**config.mk**
```make
export PLATFORM = sky130hd
export DESIGN_NAME = infix_expression_evaluator
export DESIGN_NICKNAME = d
export VERILOG_FILES = /design/src/iee_pkg.sv /design/src/infix_expression_evaluator.sv /design/src/iee_front.sv /design/src/iee_queue.sv /design/src/iee_back.sv
export VERILOG_INCLUDE_DIRS = /design/src /design/src/src
export SDC_FILE = /design/constraint.sdc
export NUM_CORES = 2
export LEC_CHECK = 0
export BUFFER_PORTS_ARGS = -buffer_cell sky130_fd_sc_hd__buf_2
export CAP_MARGIN = 30
export CORE_ASPECT_RATIO = 2
export CORE_MARGIN = 3
export CORE_UTILIZATION = 30
export DETAILED_ROUTE_END_ITERATION = 10
export PLACE_DENSITY = 0.41
export REMOVE_ABC_BUFFERS = 1
export SYNTH_ARGS = -nofsm -noshare
export SYNTH_HDL_FRONTEND = slang
export SYNTH_SLANG_ARGS = --single-unit
export TNS_END_PERCENT = 100
```
**constraint.sdc**
```tcl
create_clock -name clk -period 15.55 [get_ports clk]
set_input_delay 0.7775 -clock clk [delete_from_list [all_inputs] [get_ports clk]]
set_output_delay 0.7775 -clock clk [all_outputs]
set_load 0.05 [all_outputs]
```
**src/infix_expression_evaluator_defines.svh**
```systemverilog
// Assertion macros used by the expression evaluator back end.
`ifndef INFIX_EXPRESSION_EVALUATOR_DEFINES_SVH
`define INFIX_EXPRESSION_EVALUATOR_DEFINES_SVH

// Implication checked in the same cycle.
`define IEE_ASSERT_NOW(label, ante, cons, msg) \
    label: assert property (@(posedge clk) disable iff (!rst_n) (ante) |-> (cons)) \
        else $error(msg);

// Implication checked in the following cycle.
`define IEE_ASSERT_NEXT(label, ante, cons, msg) \
    label: assert property (@(posedge clk) disable iff (!rst_n) (ante) |=> (cons)) \
        else $error(msg);

`endif

```
**src/iee_pkg.sv**
```systemverilog
// Shared types, constants and the character classifier of the expression evaluator.
package iee_pkg;

    localparam int STACK_DEPTH = 16;
    localparam int STACK_AW    = (STACK_DEPTH > 1) ? $clog2(STACK_DEPTH) : 1;
    localparam int LVL_W       = $clog2(STACK_DEPTH + 1);

    localparam logic [7:0] CHAR_PLUS  = 8'h2B;
    localparam logic [7:0] CHAR_TIMES = 8'h2A;
    localparam logic [7:0] CHAR_OPEN  = 8'h28;
    localparam logic [7:0] CHAR_CLOSE = 8'h29;
    localparam logic [7:0] CHAR_ZERO  = 8'h30;
    localparam logic [7:0] CHAR_NINE  = 8'h39;

    typedef enum logic [2:0] {
        OP_DIGIT,
        OP_PLUS,
        OP_TIMES,
        OP_OPEN,
        OP_CLOSE,
        OP_OTHER,
        OP_EOI
    } op_t;

    typedef struct packed {
        op_t        op;
        logic [3:0] digit;
    } cmd_t;

    typedef enum logic [1:0] {
        STATUS_OK     = 2'd0,
        STATUS_SYNTAX = 2'd1,
        STATUS_DEEP   = 2'd2
    } status_t;

    function automatic cmd_t classify(input logic [7:0] sym, input logic eoi);
        cmd_t       c;
        logic [7:0] offset;
        offset  = sym - CHAR_ZERO;
        c.digit = offset[3:0];
        if (eoi)
        begin
            c.op = OP_EOI;
        end
        else if (sym >= CHAR_ZERO && sym <= CHAR_NINE)
        begin
            c.op = OP_DIGIT;
        end
        else if (sym == CHAR_PLUS)
        begin
            c.op = OP_PLUS;
        end
        else if (sym == CHAR_TIMES)
        begin
            c.op = OP_TIMES;
        end
        else if (sym == CHAR_OPEN)
        begin
            c.op = OP_OPEN;
        end
        else if (sym == CHAR_CLOSE)
        begin
            c.op = OP_CLOSE;
        end
        else
        begin
            c.op = OP_OTHER;
        end
        return c;
    endfunction

endpackage

```
**src/infix_expression_evaluator.sv**
```systemverilog
// Top level of the expression evaluator: front end, command queue and back end.
//
//  Channel   Handshake              Payload
//  input     in_valid / in_stall    symbol, end_of_input
//  output    out_valid / out_stall  status, value, error_position
//
// The back end takes each character in its execute state; a closing parenthesis
// also needs the stack read and then the 32 by 32 multiply of the saved product.
// A two-entry queue parts the front end from the back end, and the result register
// lets the next character be taken while a result waits on out_stall.
// Reset clears the control state at once; the level stack needs no clearing pass.
module infix_expression_evaluator
    import iee_pkg::*;
(
    input  logic               clk,
    input  logic               rst_n,
    input  logic               in_valid,
    output logic               in_stall,
    input  logic [7:0]         symbol,
    input  logic               end_of_input,
    output logic               out_valid,
    input  logic               out_stall,
    output logic [1:0]         status,
    output logic signed [31:0] value,
    output logic [15:0]        error_position
);

    logic push;
    cmd_t push_cmd;
    logic pop;
    logic queue_full;
    logic queue_not_empty;
    cmd_t head;

    iee_front u_front (
        .in_valid     (in_valid),
        .in_stall     (in_stall),
        .symbol       (symbol),
        .end_of_input (end_of_input),
        .queue_full   (queue_full),
        .push         (push),
        .push_cmd     (push_cmd)
    );

    iee_queue u_queue (
        .clk       (clk),
        .rst_n     (rst_n),
        .push      (push),
        .push_cmd  (push_cmd),
        .pop       (pop),
        .full      (queue_full),
        .not_empty (queue_not_empty),
        .head      (head)
    );

    iee_back u_back (
        .clk            (clk),
        .rst_n          (rst_n),
        .not_empty      (queue_not_empty),
        .head           (head),
        .pop            (pop),
        .out_valid      (out_valid),
        .out_stall      (out_stall),
        .status         (status),
        .value          (value),
        .error_position (error_position)
    );

endmodule

```
**src/iee_front.sv**
```systemverilog
// Front end: takes input transactions, classifies each character and pushes it to the queue.
module iee_front
    import iee_pkg::*;
(
    input  logic       in_valid,
    output logic       in_stall,
    input  logic [7:0] symbol,
    input  logic       end_of_input,
    input  logic       queue_full,
    output logic       push,
    output cmd_t       push_cmd
);

    assign in_stall = queue_full;
    assign push     = in_valid && !queue_full;
    assign push_cmd = classify(symbol, end_of_input);

endmodule

```
**src/iee_queue.sv**
```systemverilog
// Two-entry queue of classified commands between the front and back ends.
module iee_queue
    import iee_pkg::*;
(
    input  logic clk,
    input  logic rst_n,
    input  logic push,
    input  cmd_t push_cmd,
    input  logic pop,
    output logic full,
    output logic not_empty,
    output cmd_t head
);

    cmd_t       entry_reg [2];
    logic       wr_ptr_reg;
    logic       wr_ptr_next;
    logic       rd_ptr_reg;
    logic       rd_ptr_next;
    logic [1:0] count_reg;
    logic [1:0] count_next;

    assign full      = (count_reg == 2'd2);
    assign not_empty = (count_reg != 2'd0);
    assign head      = entry_reg[rd_ptr_reg];

    always_comb
    begin
        wr_ptr_next = push ? !wr_ptr_reg : wr_ptr_reg;
        rd_ptr_next = pop ? !rd_ptr_reg : rd_ptr_reg;
        count_next  = count_reg + {1'b0, push} - {1'b0, pop};
    end

    always_ff @(posedge clk or negedge rst_n)
    begin
        if (!rst_n)
        begin
            wr_ptr_reg <= 1'b0;
            rd_ptr_reg <= 1'b0;
            count_reg  <= 2'd0;
        end
        else
        begin
            wr_ptr_reg <= wr_ptr_next;
            rd_ptr_reg <= rd_ptr_next;
            count_reg  <= count_next;
        end
    end

    always_ff @(posedge clk)
    begin
        if (push)
        begin
            entry_reg[wr_ptr_reg] <= push_cmd;
        end
    end

endmodule

```
**src/iee_back.sv**
```systemverilog
// Back end: evaluates queued commands with the level stack and holds the result register.
`include "infix_expression_evaluator_defines.svh"

module iee_back
    import iee_pkg::*;
(
    input  logic                clk,
    input  logic                rst_n,
    input  logic                not_empty,
    input  cmd_t                head,
    output logic                pop,
    output logic                out_valid,
    input  logic                out_stall,
    output logic [1:0]          status,
    output logic signed [31:0]  value,
    output logic [15:0]         error_position
);

    typedef enum logic [2:0] {
        PH_EXPECT = 3'b001,
        PH_AFTER  = 3'b010,
        PH_DRAIN  = 3'b100
    } phase_t;

    typedef enum logic [1:0] {
        ST_EXEC = 2'b01,
        ST_MUL  = 2'b10
    } state_t;

    logic [63:0]         stack_mem [STACK_DEPTH];
    logic [63:0]         saved_reg;

    phase_t              phase_reg;
    phase_t              phase_next;
    state_t              state_reg;
    state_t              state_next;
    logic [31:0]         sum_reg;
    logic [31:0]         sum_next;
    logic [31:0]         prod_reg;
    logic [31:0]         prod_next;
    logic [31:0]         inner_reg;
    logic [31:0]         inner_next;
    logic [LVL_W-1:0]    level_reg;
    logic [LVL_W-1:0]    level_next;
    logic [LVL_W-1:0]    level_dec;
    logic [15:0]         count_reg;
    logic [15:0]         count_next;
    logic [15:0]         pos;

    logic                out_valid_reg;
    status_t             status_reg;
    logic [31:0]         value_reg;
    logic [15:0]         epos_reg;

    logic                will_emit;
    status_t             emit_status;
    logic [31:0]         emit_value;
    logic [15:0]         emit_pos;
    logic                stack_push;
    logic                out_free;

    assign pos       = (count_reg != 16'hFFFF) ? count_reg + 16'd1 : count_reg;
    assign level_dec = level_reg - {{(LVL_W-1){1'b0}}, 1'b1};
    assign out_free  = !out_valid_reg || !out_stall;
    assign pop       = not_empty && (state_reg == ST_EXEC) && (!will_emit || out_free);

    always_comb
    begin
        phase_next  = phase_reg;
        state_next  = ST_EXEC;
        sum_next    = sum_reg;
        prod_next   = prod_reg;
        inner_next  = inner_reg;
        level_next  = level_reg;
        count_next  = count_reg;
        will_emit   = 1'b0;
        emit_status = STATUS_SYNTAX;
        emit_value  = 32'd0;
        emit_pos    = pos;
        stack_push  = 1'b0;
        if (head.op == OP_EOI)
        begin
            phase_next = PH_EXPECT;
            sum_next   = 32'd0;
            prod_next  = 32'd1;
            level_next = '0;
            count_next = 16'd0;
            if (phase_reg != PH_DRAIN)
            begin
                will_emit = 1'b1;
                if (phase_reg == PH_AFTER && level_reg == '0)
                begin
                    emit_status = STATUS_OK;
                    emit_value  = sum_reg + prod_reg;
                    emit_pos    = 16'd0;
                end
            end
        end
        else if (phase_reg != PH_DRAIN)
        begin
            count_next = pos;
            if (phase_reg == PH_EXPECT)
            begin
                priority if (head.op == OP_DIGIT)
                begin
                    prod_next  = prod_reg * {28'd0, head.digit};
                    phase_next = PH_AFTER;
                end
                else if (head.op == OP_OPEN && level_reg == LVL_W'(STACK_DEPTH))
                begin
                    phase_next  = PH_DRAIN;
                    will_emit   = 1'b1;
                    emit_status = STATUS_DEEP;
                end
                else if (head.op == OP_OPEN)
                begin
                    stack_push = 1'b1;
                    level_next = level_reg + {{(LVL_W-1){1'b0}}, 1'b1};
                    sum_next   = 32'd0;
                    prod_next  = 32'd1;
                end
                else
                begin
                    phase_next = PH_DRAIN;
                    will_emit  = 1'b1;
                end
            end
            else
            begin
                priority if (head.op == OP_PLUS)
                begin
                    sum_next   = sum_reg + prod_reg;
                    prod_next  = 32'd1;
                    phase_next = PH_EXPECT;
                end
                else if (head.op == OP_TIMES)
                begin
                    phase_next = PH_EXPECT;
                end
                else if (head.op == OP_CLOSE && level_reg != '0)
                begin
                    inner_next = sum_reg + prod_reg;
                    level_next = level_dec;
                    state_next = ST_MUL;
                end
                else
                begin
                    phase_next = PH_DRAIN;
                    will_emit  = 1'b1;
                end
            end
        end
    end

    always_ff @(posedge clk or negedge rst_n)
    begin
        if (!rst_n)
        begin
            phase_reg     <= PH_EXPECT;
            state_reg     <= ST_EXEC;
            sum_reg       <= 32'd0;
            prod_reg      <= 32'd1;
            level_reg     <= '0;
            count_reg     <= 16'd0;
            out_valid_reg <= 1'b0;
        end
        else
        begin
            if (state_reg == ST_MUL)
            begin
                sum_reg   <= saved_reg[63:32];
                prod_reg  <= saved_reg[31:0] * inner_reg;
                state_reg <= ST_EXEC;
            end
            else if (pop)
            begin
                phase_reg <= phase_next;
                state_reg <= state_next;
                sum_reg   <= sum_next;
                prod_reg  <= prod_next;
                level_reg <= level_next;
                count_reg <= count_next;
            end
            if (pop && will_emit)
            begin
                out_valid_reg <= 1'b1;
            end
            else if (!out_stall)
            begin
                out_valid_reg <= 1'b0;
            end
        end
    end

    always_ff @(posedge clk)
    begin
        if (pop)
        begin
            inner_reg <= inner_next;
        end
        if (pop && will_emit)
        begin
            status_reg <= emit_status;
            value_reg  <= emit_value;
            epos_reg   <= emit_pos;
        end
    end

    always_ff @(posedge clk)
    begin
        if (pop && stack_push)
        begin
            stack_mem[level_reg[STACK_AW-1:0]] <= {sum_reg, prod_reg};
        end
        saved_reg <= stack_mem[level_dec[STACK_AW-1:0]];
    end

    assign out_valid      = out_valid_reg;
    assign status         = status_reg;
    assign value          = value_reg;
    assign error_position = epos_reg;

    `IEE_ASSERT_NOW(a_level_bound, 1'b1, level_reg <= LVL_W'(STACK_DEPTH),
        "nesting level beyond stack depth")
    `IEE_ASSERT_NOW(a_no_pop_in_mul, state_reg == ST_MUL, !pop,
        "command taken while a closing parenthesis is being multiplied")
    `IEE_ASSERT_NOW(a_no_overwrite, pop && will_emit, out_free,
        "result register overwritten while a transaction waits")
    `IEE_ASSERT_NEXT(a_mul_one_cycle, state_reg == ST_MUL, state_reg == ST_EXEC,
        "multiply state held for more than one cycle")
    `IEE_ASSERT_NOW(a_ok_no_position, out_valid_reg && status_reg == STATUS_OK,
        epos_reg == 16'd0, "accepted result carries an error position")

endmodule
```
==> impl_metrics.py <==
metrics = {
    "clocking": {
        "clock_sinks": 1279,
        "clkLatencyLatePin_ps": 780,
        "cts-htree-levels": 3,
        "cts_tree": "yes",
        "clk_path_buf_depth": 3,
        "clock-root-buffer": "clkbuf_16",
        "hold_buffers": 1,
        "numCtsBuffers": 119,
        "cts_resized": 0,
        "path_clk_slew_ps": 80,
        "post_cts_buffers": 0,
    },
    "grt": {
        "grt_max_degree": 65,
        "grt_pass1_wl_um": 324700,
        "grt_pass1_vias": 42870,
        "track_usage_pct": 19.73,
        "overflow": 0,
        "antenna_found_initial": 15,
    },
    "sta": {
        "setup_slack_ps": 7903,
        "hold_viol": 0,
        "worst_pin_slew_ps": 992.1,
        "period_share_pct": 49.18,
        "finalSetupViolCount": 0,
        "rsz0062_at_grt": "no",
        "fin_skew_ps": 58.77,
        "min_period_ps": 7647,
        "max_slew_margin_pct": 33.86,
        "slew_violations": 0,
        "max_freq_mhz": 130.8,
    },
    "floorplan": {
        "dieArea_sq_um": 234700,
        "initial_utilization_pct": 30.23,
        "fp.dieW_um": 344.1,
        "core_area_sq_um": 226800,
        "rows": 247,
        "die_y_um": 682.2,
        "io_pins": 65,
    },
    "critical_path": {
        "path_delay_family": "adder cells",
        "path_max_fanout": 29,
        "worstPathArrival_ps": 8260,
        "critPathLaunchType": "flop",
        "critPathMostFrequentCell": "fa_1",
        "cp-end-kind": "flop",
        "slowest_stage": "edfxtp_1",
        "critical-path-max-stage-delay_ps": 980,
        "crit_type": "reg -> reg",
        "worst-path-buf-inv": 4,
        "required_ps": 16160,
        "path_cells": "and2_1 -> fa_1 -> inv_1 -> fa_1 -> fa_1 -> fa_1 -> inv_1 -> fa_1 -> inv_1 -> fa_1 -> inv_1 -> fa_1 -> fa_1 -> ha_1 -> a21o_1 -> o31a_1 -> o311a_4 -> a211oi_2 -> nor3b_1 -> o311ai_2 -> xor2_1 -> o221ai_1",
    },
    "routing": {
        "avgRoutedWirePerCell_um": 29.29,
        "ant_nets": 0,
        "totalWireLength_um": 229100,
        "drt_first_pass_iters": 5,
        "drc": 0,
        "num_vias": 38780,
        "drt_iter0_markers": 2205,
        "vias_per_cell": 4.958,
    },
    "synthesis": {
        "synthArstFlopShare_pct": 7.428,
        "synthDominantCellAreaShare_pct": 49.04,
        "postSynthAreaPerCell_sq_um": 14.86,
        "synth_cells": 4616,
        "ys.flop_type": "edfxtp_1",
        "synth_seq_cells": 1279,
        "synthTopCellsByArea": "edfxtp_1 49%, fa_1 14%, mux4_2 11%",
        "synth.top_cells.by_count": "1120 x edfxtp_1, 484 x inv_1, 466 x fa_1",
        "yosysTopAreaCell": "edfxtp_1",
        "syn_area_sq_um": 68580,
        "ys_warn_count": 0,
        "synth.most_common_cell": "edfxtp_1",
        "ys_seq_area_share_pct": 54.38,
        "synth_edf_count": 1120,
        "yosys.cell_types.count": 89,
    },
    "layout": {
        "layout-drive-gt1-share_pct": 16.04,
        "largest_reg_flops": 1024,
        "nFillCells": 22180,
        "nets": 5392,
        "area_delta_synth_final_pct": 12.91,
    },
    "run_status": {
        "status": "finished, final reports clean",
    },
    "run": {
        "drv_cap": 0,
    },
    "placement": {
        "place_congestion": 0.8537,
        "post-dp-hpwl_um": 155300,
        "place.port_buffers": 64,
        "place_ws_ps": 7830,
    },
    "worst_hold_path": {
        "hold_class": "in -> reg",
    },
}
==> logic make-up (layout without fill, tap and decap cells) <==
| logic type | after synthesis | count (layout) | synth area share, % |
|---|---|---|---|
| fa+ha+maj | 660 | 660 | 17.14 |
| other cells | 0 | 9 | 0 |
| xor+xnor | 152 | 152 | 1.941 |
| buf+inv | 698 | 906 | 3.875 |
| compound gates | 428 | 428 | 4.150 |
| simple gates | 1066 | 1066 | 7.761 |
| mux | 333 | 333 | 10.75 |
| flops | 1279 | 1279 | 54.38 |
==> cell usage in the layout (no fill, tap or decap), types with 41 or more instances in the layout <==
cell type / synthesis / layout
edfxtp_1: 1120 / 1120
inv_1: 484 / 484
fa_1: 466 / 466
nand2_1: 420 / 420
and2_1: 367 / 367
mux4_2: 320 / 320
ha_1: 194 / 193
clkbuf_16: 0 / 120
buf_4: 2 / 113
o21ai_0: 111 / 111
xnor2_1: 104 / 98
nor2_1: 115 / 97
a21oi_1: 92 / 92
dfrtp_1: 92 / 91
buf_2: 18 / 63
dfxtp_1: 64 / 63
xor2_1: 48 / 48
nand3_1: 42 / 41
==> routing by layer <==
metal	GRT usage, %	part of all wire, %	vias up
met3	1.596	2.4	296
met5	0	0.0057	-
met1	20.50	35	21140
met4	8.733	5.1	2
li1	-	-	16650
met2	39.44	58	691
==> worst paths after layout <==
kind	from	depth (start not counted)	to	slack, ps
max	u_back.inner_reg[3]	22	u_back.prod_reg[29]	7900
max reg2reg	u_back.inner_reg[3]	22	u_back.prod_reg[29]	7900
min reg2reg	u_back.saved_reg[47]	1	u_back.sum_reg[15]	470
min in group asynchronous	rst_n	2	u_back.count_reg[0]	570
max in group asynchronous	rst_n	3	u_back.sum_reg[16]	13580
min	symbol[3]	1	u_queue.entry_reg[1][3]	230
==> cell type report <==
class | count | area [sq um] | area share (%)
Clock buffer | 157 | 3272 | 4.225
Tap cell | 2988 | 3739 | 4.828
Inverter | 484 | 1817 | 2.346
Sequential cell | 1279 | 37300 | 48.17
Antenna cell | 9 | 22.52 | 0.02908
Timing Repair Buffer | 196 | 1600 | 2.067
Clock inverter | 69 | 822.0 | 1.062
Multi-Input combinational cell | 2639 | 28860 | 37.27
==> stage by stage <==
stage / instances / instance area [sq um] / hold slack [ps] / util [%] / TNS [ps]
3_3_place_gp: 7565 / 72880 / 443.6 / 32.13 / 0
6_report: 7821 / 77440 / 226.3 / 34.14 / 0
2_1_floorplan: 4402 / 67740 / 439.5 / - / -210730
4_1_cts: 7806 / 77250 / 147.0 / 34.05 / 0
3_5_place_dp: 7579 / 73140 / 452.3 / 32.24 / 0
5_1_grt: 7821 / 77440 / 182.0 / 34.14 / 0
Power is not shown: default switching activity piles up to over one toggle a cycle in this logic, so the estimate is an artifact.
